File: src/hw/rtl/lr_pkg.sv
`timescale 1ns / 1ps

package lr_pkg;

    localparam int SCREEN_WIDTH  = 64;
    localparam int SCREEN_HEIGHT = 32;

    localparam int X_W     = 6;
    localparam int Y_W     = 5;
    localparam int ADDR_W  = 11;
    localparam int DELTA_W = 7;
    localparam int ERR_W   = 8;
    localparam int CNT_W   = 6;
    localparam int MAX_PIXELS = 64;

    typedef enum logic [0:0] {
        ST_IDLE = 1'b0,
        ST_DRAW = 1'b1
    } lr_state_t;

    typedef struct packed {
        logic load;
        logic step;
    } lr_cmd_t;

    typedef struct packed {
        logic last;
    } lr_status_t;

endpackage

File: src/hw/rtl/lr_ctrl.sv
`timescale 1ns / 1ps

module lr_ctrl (
    input  logic               aclk,
    input  logic               aresetn,
    input  logic               s_valid,
    output logic               s_ready,
    output logic               m_valid,
    input  logic               m_ready,
    input  lr_pkg::lr_status_t status,
    output lr_pkg::lr_cmd_t    cmd
);
    import lr_pkg::*;

    lr_state_t state_reg;
    lr_state_t state_next;

    always_ff @(posedge aclk) begin
        if (!aresetn) begin
            state_reg <= ST_IDLE;
        end else begin
            state_reg <= state_next;
        end
    end

    always_comb begin
        state_next = state_reg;
        s_ready    = 1'b0;
        m_valid    = 1'b0;
        cmd.load   = 1'b0;
        cmd.step   = 1'b0;
        case (state_reg)
            ST_IDLE: begin
                s_ready = 1'b1;
                if (s_valid) begin
                    cmd.load   = 1'b1;
                    state_next = ST_DRAW;
                end
            end
            ST_DRAW: begin
                m_valid = 1'b1;
                if (m_ready) begin
                    if (status.last) begin
                        state_next = ST_IDLE;
                    end else begin
                        cmd.step = 1'b1;
                    end
                end
            end
            default: begin
                state_next = ST_IDLE;
            end
        endcase
    end

endmodule

File: src/hw/rtl/lr_datapath.sv
`timescale 1ns / 1ps

module lr_datapath (
    input  logic                        aclk,
    input  lr_pkg::lr_cmd_t             cmd,
    input  logic [lr_pkg::X_W-1:0]      start_x,
    input  logic [lr_pkg::Y_W-1:0]      start_y,
    input  logic [lr_pkg::X_W-1:0]      end_x,
    input  logic [lr_pkg::Y_W-1:0]      end_y,
    output logic [lr_pkg::X_W-1:0]      pixel_x,
    output logic [lr_pkg::Y_W-1:0]      pixel_y,
    output logic [lr_pkg::ADDR_W-1:0]   pixel_address,
    output lr_pkg::lr_status_t          status
);
    import lr_pkg::*;

    logic [X_W-1:0]            x_reg, x_next;
    logic [Y_W-1:0]            y_reg, y_next;
    logic [X_W-1:0]            ex_reg, ex_next;
    logic [Y_W-1:0]            ey_reg, ey_next;
    logic signed [DELTA_W-1:0] dx_reg, dx_next;
    logic signed [DELTA_W-1:0] dy_reg, dy_next;
    logic                      sx_neg_reg, sx_neg_next;
    logic                      sy_neg_reg, sy_neg_next;
    logic signed [ERR_W-1:0]   err_reg, err_next;
    logic [CNT_W-1:0]          cnt_reg, cnt_next;

    logic signed [DELTA_W-1:0] ld_dx, ld_dy;
    logic signed [ERR_W:0]     e2;
    logic signed [ERR_W:0]     dx_ext, dy_ext;
    logic                      move_x, move_y;
    logic signed [ERR_W-1:0]   err_add_x, err_add_y;

    always_comb begin
        if (end_x >= start_x) begin
            ld_dx = DELTA_W'(end_x) - DELTA_W'(start_x);
        end else begin
            ld_dx = DELTA_W'(start_x) - DELTA_W'(end_x);
        end
        if (end_y >= start_y) begin
            ld_dy = DELTA_W'(start_y) - DELTA_W'(end_y);
        end else begin
            ld_dy = DELTA_W'(end_y) - DELTA_W'(start_y);
        end
    end

    assign e2     = {err_reg, 1'b0};
    assign dx_ext = (ERR_W + 1)'(dx_reg);
    assign dy_ext = (ERR_W + 1)'(dy_reg);
    assign move_x = (e2 >= dy_ext);
    assign move_y = (e2 <= dx_ext);
    assign err_add_x = move_x ? ERR_W'(dy_reg) : '0;
    assign err_add_y = move_y ? ERR_W'(dx_reg) : '0;

    always_comb begin
        x_next      = x_reg;
        y_next      = y_reg;
        ex_next     = ex_reg;
        ey_next     = ey_reg;
        dx_next     = dx_reg;
        dy_next     = dy_reg;
        sx_neg_next = sx_neg_reg;
        sy_neg_next = sy_neg_reg;
        err_next    = err_reg;
        cnt_next    = cnt_reg;
        if (cmd.load) begin
            x_next      = start_x;
            y_next      = start_y;
            ex_next     = end_x;
            ey_next     = end_y;
            dx_next     = ld_dx;
            dy_next     = ld_dy;
            sx_neg_next = !(start_x < end_x);
            sy_neg_next = !(start_y < end_y);
            err_next    = ERR_W'(ld_dx) + ERR_W'(ld_dy);
            cnt_next    = '0;
        end else if (cmd.step) begin
            err_next = err_reg + err_add_x + err_add_y;
            if (move_x) begin
                x_next = sx_neg_reg ? x_reg - X_W'(1) : x_reg + X_W'(1);
            end
            if (move_y) begin
                y_next = sy_neg_reg ? y_reg - Y_W'(1) : y_reg + Y_W'(1);
            end
            cnt_next = cnt_reg + CNT_W'(1);
        end
    end

    always_ff @(posedge aclk) begin
        x_reg      <= x_next;
        y_reg      <= y_next;
        ex_reg     <= ex_next;
        ey_reg     <= ey_next;
        dx_reg     <= dx_next;
        dy_reg     <= dy_next;
        sx_neg_reg <= sx_neg_next;
        sy_neg_reg <= sy_neg_next;
        err_reg    <= err_next;
        cnt_reg    <= cnt_next;
    end

    assign pixel_x       = x_reg;
    assign pixel_y       = y_reg;
    assign pixel_address = ADDR_W'(32'(y_reg) * SCREEN_WIDTH + 32'(x_reg));
    assign status.last   = ((x_reg == ex_reg) && (y_reg == ey_reg))
                           || (cnt_reg == CNT_W'(MAX_PIXELS - 1));

endmodule

File: src/hw/rtl/line_rasterizer_top.sv
`timescale 1ns / 1ps

// Bresenham line rasterizer.
// Input channel (s_*): one transaction carries a segment, start and end pixel.
// Output channel (m_*): one transaction per plotted pixel, start to end
// inclusive, with column, row, row-major frame buffer address and a last flag.
// A segment yields max(|dx|, |dy|) + 1 pixels, 1 to 64.
// The first pixel is valid in the cycle after the segment is accepted; with
// m_ready held high one pixel follows every cycle. The error-term iteration
// in the datapath sets that rate: one step per cycle while m_ready is high.
// s_ready is high only while no segment is in progress; the next segment is
// taken in the cycle after the last pixel transaction.
// When the receiver stalls, the current pixel holds on m_* and the iteration
// pauses; nothing is dropped.
// Reset (aresetn low, synchronous) returns the controller to idle and
// abandons any segment in progress.
module line_rasterizer_top (
    input  logic                        aclk,
    input  logic                        aresetn,
    input  logic                        s_valid,
    output logic                        s_ready,
    input  logic [lr_pkg::X_W-1:0]      s_start_x,
    input  logic [lr_pkg::Y_W-1:0]      s_start_y,
    input  logic [lr_pkg::X_W-1:0]      s_end_x,
    input  logic [lr_pkg::Y_W-1:0]      s_end_y,
    output logic                        m_valid,
    input  logic                        m_ready,
    output logic [lr_pkg::X_W-1:0]      m_pixel_x,
    output logic [lr_pkg::Y_W-1:0]      m_pixel_y,
    output logic [lr_pkg::ADDR_W-1:0]   m_pixel_address,
    output logic                        m_last_pixel
);
    import lr_pkg::*;

    lr_cmd_t    cmd;
    lr_status_t status;

    lr_ctrl u_ctrl (
        .aclk    (aclk),
        .aresetn (aresetn),
        .s_valid (s_valid),
        .s_ready (s_ready),
        .m_valid (m_valid),
        .m_ready (m_ready),
        .status  (status),
        .cmd     (cmd)
    );

    lr_datapath u_datapath (
        .aclk          (aclk),
        .cmd           (cmd),
        .start_x       (s_start_x),
        .start_y       (s_start_y),
        .end_x         (s_end_x),
        .end_y         (s_end_y),
        .pixel_x       (m_pixel_x),
        .pixel_y       (m_pixel_y),
        .pixel_address (m_pixel_address),
        .status        (status)
    );

    assign m_last_pixel = status.last;

endmodule

File: config.mk
export PLATFORM = sky130hd
export DESIGN_NAME = line_rasterizer_top
export DESIGN_NICKNAME = d
export VERILOG_FILES = /design/src/hw/rtl/lr_pkg.sv /design/src/hw/rtl/lr_ctrl.sv /design/src/hw/rtl/lr_datapath.sv /design/src/hw/rtl/line_rasterizer_top.sv
export SDC_FILE = /design/constraint.sdc
export NUM_CORES = 1
export LEC_CHECK = 0
export ABC_AREA = 1
export BUFFER_PORTS_ARGS = -buffer_cell sky130_fd_sc_hd__buf_4
export CAP_MARGIN = 20
export CORE_MARGIN = 2
export CORE_UTILIZATION = 36
export CTS_CLUSTER_DIAMETER = 30
export DETAILED_ROUTE_END_ITERATION = 10
export PLACE_DENSITY = 0.62
export SKIP_LAST_GASP = 1
export SYNTH_ARGS = -nofsm -noshare
export SYNTH_HDL_FRONTEND = slang
export SYNTH_SLANG_ARGS = --single-unit
export TNS_END_PERCENT = 5
File: constraint.sdc
create_clock -name aclk -period 4.85 [get_ports aclk]
set_input_delay 0 -clock aclk [delete_from_list [all_inputs] [get_ports aclk]]
set_output_delay 0 -clock aclk [all_outputs]
set_load 0.03 [all_outputs]
==> results of run 1 <==
==> cells in the final DEF, fill, tap and decap left out, drive strengths merged <==
cell and count:
xor2 16, nor3 4, dfxtp 7, o211ai 2
nand3 23, clkbuf 9, ha 60, edfxtp 45
a21boi 1, inv 126, o21bai 2, o22ai 4
a21o 2, nand2 137, buf 51, nand3b 2
o21ai 35, dlygate4sd3 12, xnor2 9, a211oi 1
o21a 2, a31oi 2, or2 1, fa 15
nor2 32, nor4 1, nand4 7, a21oi 35
==> metal layers <==
layer	vias up	wire, um	GRT usage [%]
li1	1976	-	-
met1	1712	4790	19.7
met2	58	5010	25.9
met3	11	288	1.87
met4	0	189	4.54
met5	-	0	0
==> worst max-delay path, cell delays in order (launching register included) <==
cell,delay [ps]
edfxtp_1,440
ha_1,330
nand2_1,70
nor2_1,130
nand4_1,160
nand3_1,120
nand2_1,50
nand3_1,240
nand2_1,130
fa_1,530
inv_1,50
ha_1,220
fa_1,400
nand3_1,80
nand3_1,90
nand2_1,90
nand2_1,60
a21oi_1,150
a21oi_1,80
o21ai_0,70
nand2_1,60
==> where the power goes <==
part,switching [W],total (W),internal (W)
logic,0.000967,0.00159,0.000621
clock network,0.000156,0.000377,0.000220
registers,0.0000885,0.000723,0.000635
total,0.00121,0.00269,0.00148
==> kinds of logic after synthesis <==
logic type	count (synthesis)	synth area share, %
buffers and inverters	144	12.8
flip-flops	52	31.3
adder cells (fa/ha/maj)	75	22.0
AND/OR/NAND/NOR	207	19.2
AO/OA/AOI/OAI	86	10.1
XOR/XNOR	25	4.59
==> stage by stage <==
step           hold WS (ps)  instances  total power [W]  setup slack [ps]
2_1_floorplan          98.9        589          0.00193              1440
3_3_place_gp            204        798          0.00228              1120
3_5_place_dp            204        798          0.00232              1040
4_1_cts                14.5        818          0.00271              1030
5_1_grt                30.0        819          0.00298               720
6_report               13.2        819          0.00269              1060
==> how the worst max path moves through the flow <==
stage	startpoint	endpoint	depth (start not counted)	slack, ps
5_1_grt	u_datapath.err_reg[3]$_DFFE_PP_	u_datapath.err_reg[6]$_DFFE_PP_	18	720
2_1_floorplan	u_datapath.err_reg[7]$_DFFE_PP_	u_datapath.err_reg[7]$_DFFE_PP_	20	1440
4_1_cts	u_datapath.err_reg[6]$_DFFE_PP_	u_datapath.err_reg[7]$_DFFE_PP_	20	1030
3_5_place_dp	u_datapath.err_reg[6]$_DFFE_PP_	u_datapath.err_reg[7]$_DFFE_PP_	20	1040
3_3_place_gp	u_datapath.err_reg[6]$_DFFE_PP_	u_datapath.err_reg[7]$_DFFE_PP_	20	1120
6_report	u_datapath.err_reg[7]$_DFFE_PP_	u_datapath.err_reg[7]$_DFFE_PP_	20	1060
==> cell type report <==
type / instances / area (um2)
flip-flops and latches: 52 / 1490
inverters: 126 / 475
clock buffers: 8 / 156
well taps: 176 / 220
multi-input cells: 393 / 2670
repair buffers: 64 / 510
fillers: 1281 / 7560
==> flow_metrics.tcl, run 1 <==
set metrics [dict create \
    status "finished clean" \
    chipWidth_um 119 \
    hold_path_end "u_datapath.pixel_x[5]$_DFFE_PP_" \
    fin_crit_sh_pct 78.2 \
    grt_antenna_before_repair 0 \
    hold_depth 3 \
    largest_reg_flops 8 \
    die-area_um2 14200 \
    cts_resized 0 \
    synth_common_cells "nand2_1, inv_1, ha_1, edfxtp_1, a21oi_1" \
    required_ps 4890 \
    nets 743 \
    maxCapViolCount 0 \
    cp-end-kind "flip-flop" \
    drtIter0Drc 183 \
    grt_pass1_wl_mm 17.3 \
    rsz0062_at_grt "no" \
    area_delta_synth_final_pct 15.8 \
    syn_nets 690 \
    min_from "s_start_x[5]" \
    finalMaxSlewViolations 0 \
    p_leak_nw 2.82 \
    drc 0 \
    ys.flop_type "edfxtp_1" \
    drive_gt1_share_pct 12.1 \
    seq_area_frac_synth_pct 31.3 \
    synth-seq-cells 52 \
    synth.avg_cell_area_um2 8.10 \
    cts_tree "yes" \
    synth.distinct_cells 42 \
    yosys_warnings 0 \
    fin_area_um2 5520 \
    cts.htree.levels 2 \
    synth_most_common_cell "nand2_1" \
    path_class "reg2reg" \
    reg2reg_to "u_datapath.err_reg[7]$_DFFE_PP_" \
    portBuffers 50 \
    cts_buffer_depth 2 \
    synth-async-reset-ratio_pct 0 \
    worstSetupStartpointType "flip-flop" \
    clockRootBuffer "clkbuf_16" \
    max_freq_mhz 264 \
    grt-ovfl-total 0 \
    fin_util_pct 42.2 \
    hold_class "in2reg" \
    synth_edf_count 45 \
    clock_latency_ps 290 \
    r2r_setup_slack_ps 1060 \
    grt_start_max_net_pins 31 \
    tns_ps 0 \
    clk_pin_slew_ps 70 \
    place.gp.congestion 0.870 \
    ir_worst_vdd_mv 0.189 \
    arrival_ps 3830 \
    synthTopCellsByArea "edfxtp_1, ha_1, nand2_1" \
    totalWireLength_mm 10.3 \
    num_antenna_cells 0 \
    setup_viol 0 \
    core_um2 13100 \
    yosysTopAreaCell "edfxtp_1" \
    post-route-min-period_ps 3790 \
    post_cts_buffers 0 \
    route.vias.total 3757 \
    worstPathMaxFanout 8 \
    tightest_slew_ps 1000 \
    drtPass1Iterations 4 \
    hold_viol 0 \
    worstRegToRegCells 20 \
    rows 42 \
    dpl_cell_area_um2 5240 \
    drt-vias-per-instance 4.59 \
    grt_pass1_vias 3601 \
    rr_startpoint "u_datapath.err_reg[7]$_DFFE_PP_" \
    hold_buffers 12 \
    netlist_area_um2 4770 \
    ant_nets 0 \
    wl_per_cell_um 12.6 \
    ioPinCount 51 \
    cts.sinks 52 \
    cellPowerDensity_nw_per_um2 487 \
    slew_headroom_pct 33.2 \
    grt_usage_pct 15.1 \
    tritoncts.num_buffers 5 \
    initial_core_util_pct 36.5 \
    synth.top_cell.area_share_pct 28.3 \
    dieHeight_um 119 \
    dp.final_hpwl_mm 8.46 \
    fin_skew_ps 5.80 \
    synth_cells 589 \
]
No activity file was read; power rests on OpenSTA's default activity.
==> inputs of run 2 (changes only) <==
==> constraint.sdc (replaced) <==
create_clock -name aclk -period 3.6 [get_ports aclk]
set_input_delay 0 -clock aclk [delete_from_list [all_inputs] [get_ports aclk]]
set_output_delay 0 -clock aclk [all_outputs]
set_load 0.03 [all_outputs]
==> flow_metrics.tcl, run 2 (same netlist as run 1, synthesis figures left out) <==
set metrics [dict create \
    chipWidth_um 119 \
    num_antenna_cells 0 \
    cellPowerDensity_nw_per_um2 703 \
    grt_pass1_vias 3840 \
    multi_input_area_um2 2750 \
    area_delta_synth_final_pct 19.7 \
    rsz0062_at_grt "yes" \
    finalMaxSlewViolations 0 \
    tightest_slew_ps 566 \
    worstPathMaxFanout 4 \
    grt_usage_pct 15.8 \
    mostFrequentLayoutCells "nand2_1, inv_1, buf_4" \
    cts.sinks 52 \
    hold_ws_ps 22.8 \
    cp_top_family "adder cells" \
    clock_latency_ps 290 \
    grt_pass1_wl_mm 18.0 \
    cts_buffer_depth 2 \
    p_leak_nw 2.89 \
    worst-path-buf-inv 2 \
    tritoncts.num_buffers 5 \
    grt_antenna_before_repair 0 \
    required_ps 3640 \
    fin_skew_ps 3.34 \
    crit_slowest_cell "edfxtp_1" \
    slowest_delay_ps 490 \
    drtPass1Iterations 4 \
    wl_per_cell_um 12.9 \
    path_class "reg2reg" \
    rows 42 \
    ant_nets 0 \
    largest_reg_flops 8 \
    maxCapViolCount 0 \
    nets 756 \
    place.gp.congestion 0.901 \
    fin_util_pct 43.7 \
    drive_gt1_share_pct 17.1 \
    setup_viol 0 \
    drc 0 \
    clk_pin_slew_ps 70 \
    status "finished clean" \
    max_freq_mhz 281 \
    grt-ovfl-total 0 \
    totalWireLength_mm 10.7 \
    cts_tree "yes" \
    r2r_setup_slack_ps 40 \
    n_fill_cell 1298 \
    clockRootBuffer "clkbuf_16" \
    post-route-min-period_ps 3560 \
    ioPinCount 51 \
    drt-vias-per-instance 4.62 \
    dp.final_hpwl_mm 8.65 \
    initial_core_util_pct 36.5 \
    cts.htree.levels 2 \
    final_common_cell "nand2_1" \
    drtIter0Drc 115 \
    portBuffers 50 \
    grt_start_max_net_pins 29 \
    slew_headroom_pct 62.1 \
    worstSetupStartpointType "flip-flop" \
    ff_latch_area_um2 1490 \
    die-area_um2 14200 \
    ir_worst_vdd_mv 0.279 \
    hold_viol 0 \
    core_um2 13100 \
    route.vias.total 3845 \
    fin_crit_sh_pct 99.0 \
    arrival_ps 3610 \
    crit_path_cell_trace "ha_1, nand2_2, nor2_2, nand4_1, buf_4, nand3_2, nand2_2, fa_1, inv_1, ha_2, fa_2, nand3_2, nand3_2, nand2_2, nand2_1, a21oi_2, a21oi_1, o21ai_1, nand2_1" \
    power_w 0.00402 \
    hold_class "in2reg" \
    cp-end-kind "flip-flop" \
    dieHeight_um 119 \
]
## run 2: path summary, 6_finish.rpt
kind	cells after the start	to	start
worst min-delay path	3	u_datapath.pixel_x[5]$_DFFE_PP_	s_start_x[5]
worst max register to register	19	u_datapath.err_reg[7]$_DFFE_PP_	u_datapath.err_reg[6]$_DFFE_PP_
worst max-delay path	19	u_datapath.err_reg[7]$_DFFE_PP_	u_datapath.err_reg[6]$_DFFE_PP_
worst min register to register	2	u_datapath.cnt_reg[0]$_SDFFE_PP0P_	u_datapath.cnt_reg[0]$_SDFFE_PP0P_
## run 2: final cells by class
cell class / instances / area share [%]
repair buffers: 77 / 10.7
well taps: 176 / 3.85
clock inverters: 2 / 0.613
clock buffers: 6 / 2.26
inverters: 126 / 8.32
multi-input cells: 393 / 48.1
flip-flops and latches: 52 / 26.1
## run 2: where the power goes
part / internal, W / switching (W)
combinational: 0.00105 / 0.00145
clock: 0.000327 / 0.000213
sequential: 0.000855 / 0.000122
## run 2: per-stage QoR
stage | std cells | setup slack, ps | TNS (ps) | cell area [um2]
3_5_place_dp | 807 | 17.0 | 0 | 5310
5_1_grt | 832 | -137 | -269 | 5710
3_3_place_gp | 807 | 38.0 | 0 | 5310
6_report | 832 | 36.8 | 0 | 5710
4_1_cts | 827 | 18.8 | 0 | 5590
2_1_floorplan | 589 | 193 | 0 | 4770
## run 2: repair_timing
item	in CTS	in global routing
setup buffers	0	5
hold buffers	12	0
gates resized for setup	1	26
setup endpoints to repair	1	3
hold endpoints to repair	12	0
pin swaps	0	15
## run 2: metal layers
metal | GRT usage (%) | share of wire (%) | up-vias
li1 | - | - | 2001
met1 | 20.2 | 46 | 1763
met2 | 27.8 | 50 | 66
met3 | 1.77 | 2.3 | 15
met4 | 4.61 | 1.9 | 0
met5 | 0 | 0 | -
## run 2: tightest hold or removal path, stage by stage
cell	delay [ps]
buf_4	100
nand2_1	50
o21ai_0	60
==> inputs of run 3 (changes only) <==
--- a/config.mk
+++ b/config.mk
@@ -7,12 +7,13 @@
 export LEC_CHECK = 0
 export ABC_AREA = 1
 export BUFFER_PORTS_ARGS = -buffer_cell sky130_fd_sc_hd__buf_4
-export CAP_MARGIN = 20
-export CORE_MARGIN = 2
+export CAP_MARGIN = 30
+export CORE_MARGIN = 1.5
 export CORE_UTILIZATION = 36
 export CTS_CLUSTER_DIAMETER = 30
 export DETAILED_ROUTE_END_ITERATION = 10
 export PLACE_DENSITY = 0.62
+export SETUP_SLACK_MARGIN = 0.5
 export SKIP_LAST_GASP = 1
 export SYNTH_ARGS = -nofsm -noshare
 export SYNTH_HDL_FRONTEND = slang
==> flow_metrics.tcl, run 3 (same netlist as run 1, synthesis figures left out) <==
set metrics [dict create \
    grt_usage_pct 15.7 \
    setup_viol 0 \
    num_antenna_cells 0 \
    ioPinCount 51 \
    hold_class "in2reg" \
    grt_pass1_wl_mm 17.7 \
    clock_latency_ps 300 \
    rsz0062_at_grt "yes" \
    fin_area_um2 5770 \
    rows 41 \
    p_sw_share_pct 45.4 \
    cts.sinks 52 \
    power.clock.fraction_pct 12.2 \
    hold_depth 3 \
    grt_start_max_net_pins 26 \
    cp-end-kind "flip-flop" \
    p_seq_share_pct 24.7 \
    cellPowerDensity_nw_per_um2 697 \
    drt-vias-per-instance 4.73 \
    p_int_w 0.00220 \
    dieHeight_um 118 \
    top_layer "met4" \
    r2r_setup_slack_ps 120 \
    final_cells 829 \
    ant_nets 0 \
    wl_per_cell_um 13.1 \
    worstPathMaxFanout 7 \
    chipWidth_um 118 \
    arrival_ps 3520 \
    dp.final_hpwl_mm 8.72 \
    required_ps 3650 \
    reg2reg_to "u_datapath.err_reg[7]$_DFFE_PP_" \
    worstSetupStartpointType "flip-flop" \
    route.vias.total 3922 \
    grt_pass1_vias 3742 \
    fin_skew_ps 4.44 \
    hold_path_end "u_datapath.pixel_y[4]$_DFFE_PP_" \
    hold_viol 0 \
    maxCapViolCount 0 \
    mostFrequentLayoutCells "nand2_1, inv_1, buf_4" \
    finalMaxSlewViolations 0 \
    dp_cells 797 \
    dpl_cell_area_um2 5280 \
    tns_ps 0 \
    core_um2 12800 \
    tritoncts.num_buffers 5 \
    cts_buffer_depth 2 \
    fin_crit_sh_pct 96.5 \
    max_freq_mhz 288 \
    post-route-min-period_ps 3480 \
    place.gp.congestion 0.915 \
    p_sw_w 0.00183 \
    cts_tree "yes" \
    pwr-share-comb_pct 63.1 \
    clk_pin_slew_ps 70 \
    drc 0 \
    final_common_cell "nand2_1" \
    critPathLaunch "u_datapath.err_reg[5]$_DFFE_PP_" \
    drive_gt1_share_pct 18.0 \
    totalWireLength_mm 10.8 \
    initial_core_util_pct 37.4 \
    clockRootBuffer "clkbuf_16" \
    rr_startpoint "u_datapath.err_reg[5]$_DFFE_PP_" \
    tightest_slew_ps 459 \
    drt-met1-wl_mm 4.97 \
    wl_met3_um 249 \
    wl_met2_mm 5.41 \
    worstRegToRegCells 20 \
    grt-ovfl-total 0 \
    nets 757 \
    grt_antenna_before_repair 0 \
    slew_headroom_pct 69.3 \
    min_from "s_start_y[4]" \
    status "finished clean" \
    portBuffers 50 \
    drtPass1Iterations 4 \
    path_class "reg2reg" \
    die-area_um2 14000 \
    ir_worst_vdd_mv 0.273 \
    p_leak_nw 2.89 \
    drtIter0Drc 174 \
    area_delta_synth_final_pct 21.0 \
    cts.htree.levels 2 \
    largest_reg_flops 8 \
]
[run 3: changes by cell type in the layout (fill, tap and decap cells not counted), moves of 2 or more]
cell / before / now
ha_1: 56 / 52
inv_4: 1 / 3
o21ai_1: 6 / 4
ha_2: 2 / 0
ha_4: 2 / 8
o21ai_0: 27 / 29
[run 3: timing repair]
item,in CTS,in global routing
gates resized for setup,11,11
hold endpoints to repair,12,0
endpoints found under the setup margin,6,6
pin swaps,10,17
hold buffers,13,0
setup buffers,7,4
[run 3: layer usage]
| layer | global-route usage [%] | vias up |
|---|---|---|
| li1 | - | 2008 |
| met1 | 19.7 | 1851 |
| met2 | 27.7 | 53 |
| met3 | 2.03 | 10 |
| met4 | 5.49 | 0 |
| met5 | 0 | - |
[run 3: power by group through the flow]
stage	sequential [W]	clock (W)	combinational [W]
floorplan	0.00102	0	0.00165
global placement	0.000988	0	0.00215
detailed placement	0.000998	0	0.00221
CTS	0.000986	0.000500	0.00241
global route	0.00101	0.000526	0.00285
finish	0.000993	0.000491	0.00254
[run 3: worst max-delay path: stages, from the launching register on]
cell and delay (ps):
edfxtp_1 480, ha_4 310, nand2_2 40, nor2_2 110, nand4_1 140, nand3_1 130, nand2_2 70, nand3_4 120
nand2_2 70, fa_1 530, inv_2 50, ha_4 160, fa_2 370, nand3_2 70, nand3_2 80, nand2_2 80
nand2_2 50, a21oi_2 140, a21oi_1 70, o21ai_1 80, nand2_1 60
[run 3: layout make-up]
class / count / area (um2)
timing repair buffer: 78 / 618
clock inverter: 3 / 21.3
sequential: 52 / 1490
fill: 1229 / 7000
clock buffer: 5 / 125
multi-input combinational: 393 / 2830
inverter: 126 / 475
tap: 172 / 215
[run 3: how the worst max path moves through the flow]
stage                                      end  slack, ps  depth (start not counted)
4_1_cts        u_datapath.err_reg[7]$_DFFE_PP_        210                         20
5_1_grt        u_datapath.err_reg[7]$_DFFE_PP_        -70                         21
3_5_place_dp   u_datapath.err_reg[7]$_DFFE_PP_         10                         20
6_report       u_datapath.err_reg[7]$_DFFE_PP_        120                         20
2_1_floorplan  u_datapath.err_reg[7]$_DFFE_PP_        330                         20
3_3_place_gp   u_datapath.err_reg[7]$_DFFE_PP_        130                         19
[run 3: through the flow]
stage | util, % | setup slack (ps) | total power (W) | hold WS [ps]
6_report | 45.2 | 124 | 0.00402 | 13.6
5_1_grt | 45.2 | -65.8 | 0.00438 | 29.1
4_1_cts | 44.4 | 206 | 0.00390 | 13.8
3_5_place_dp | 41.4 | 13.5 | 0.00321 | 203
3_3_place_gp | 41.4 | 131 | 0.00314 | 202
2_1_floorplan | - | 328 | 0.00266 | 98.9
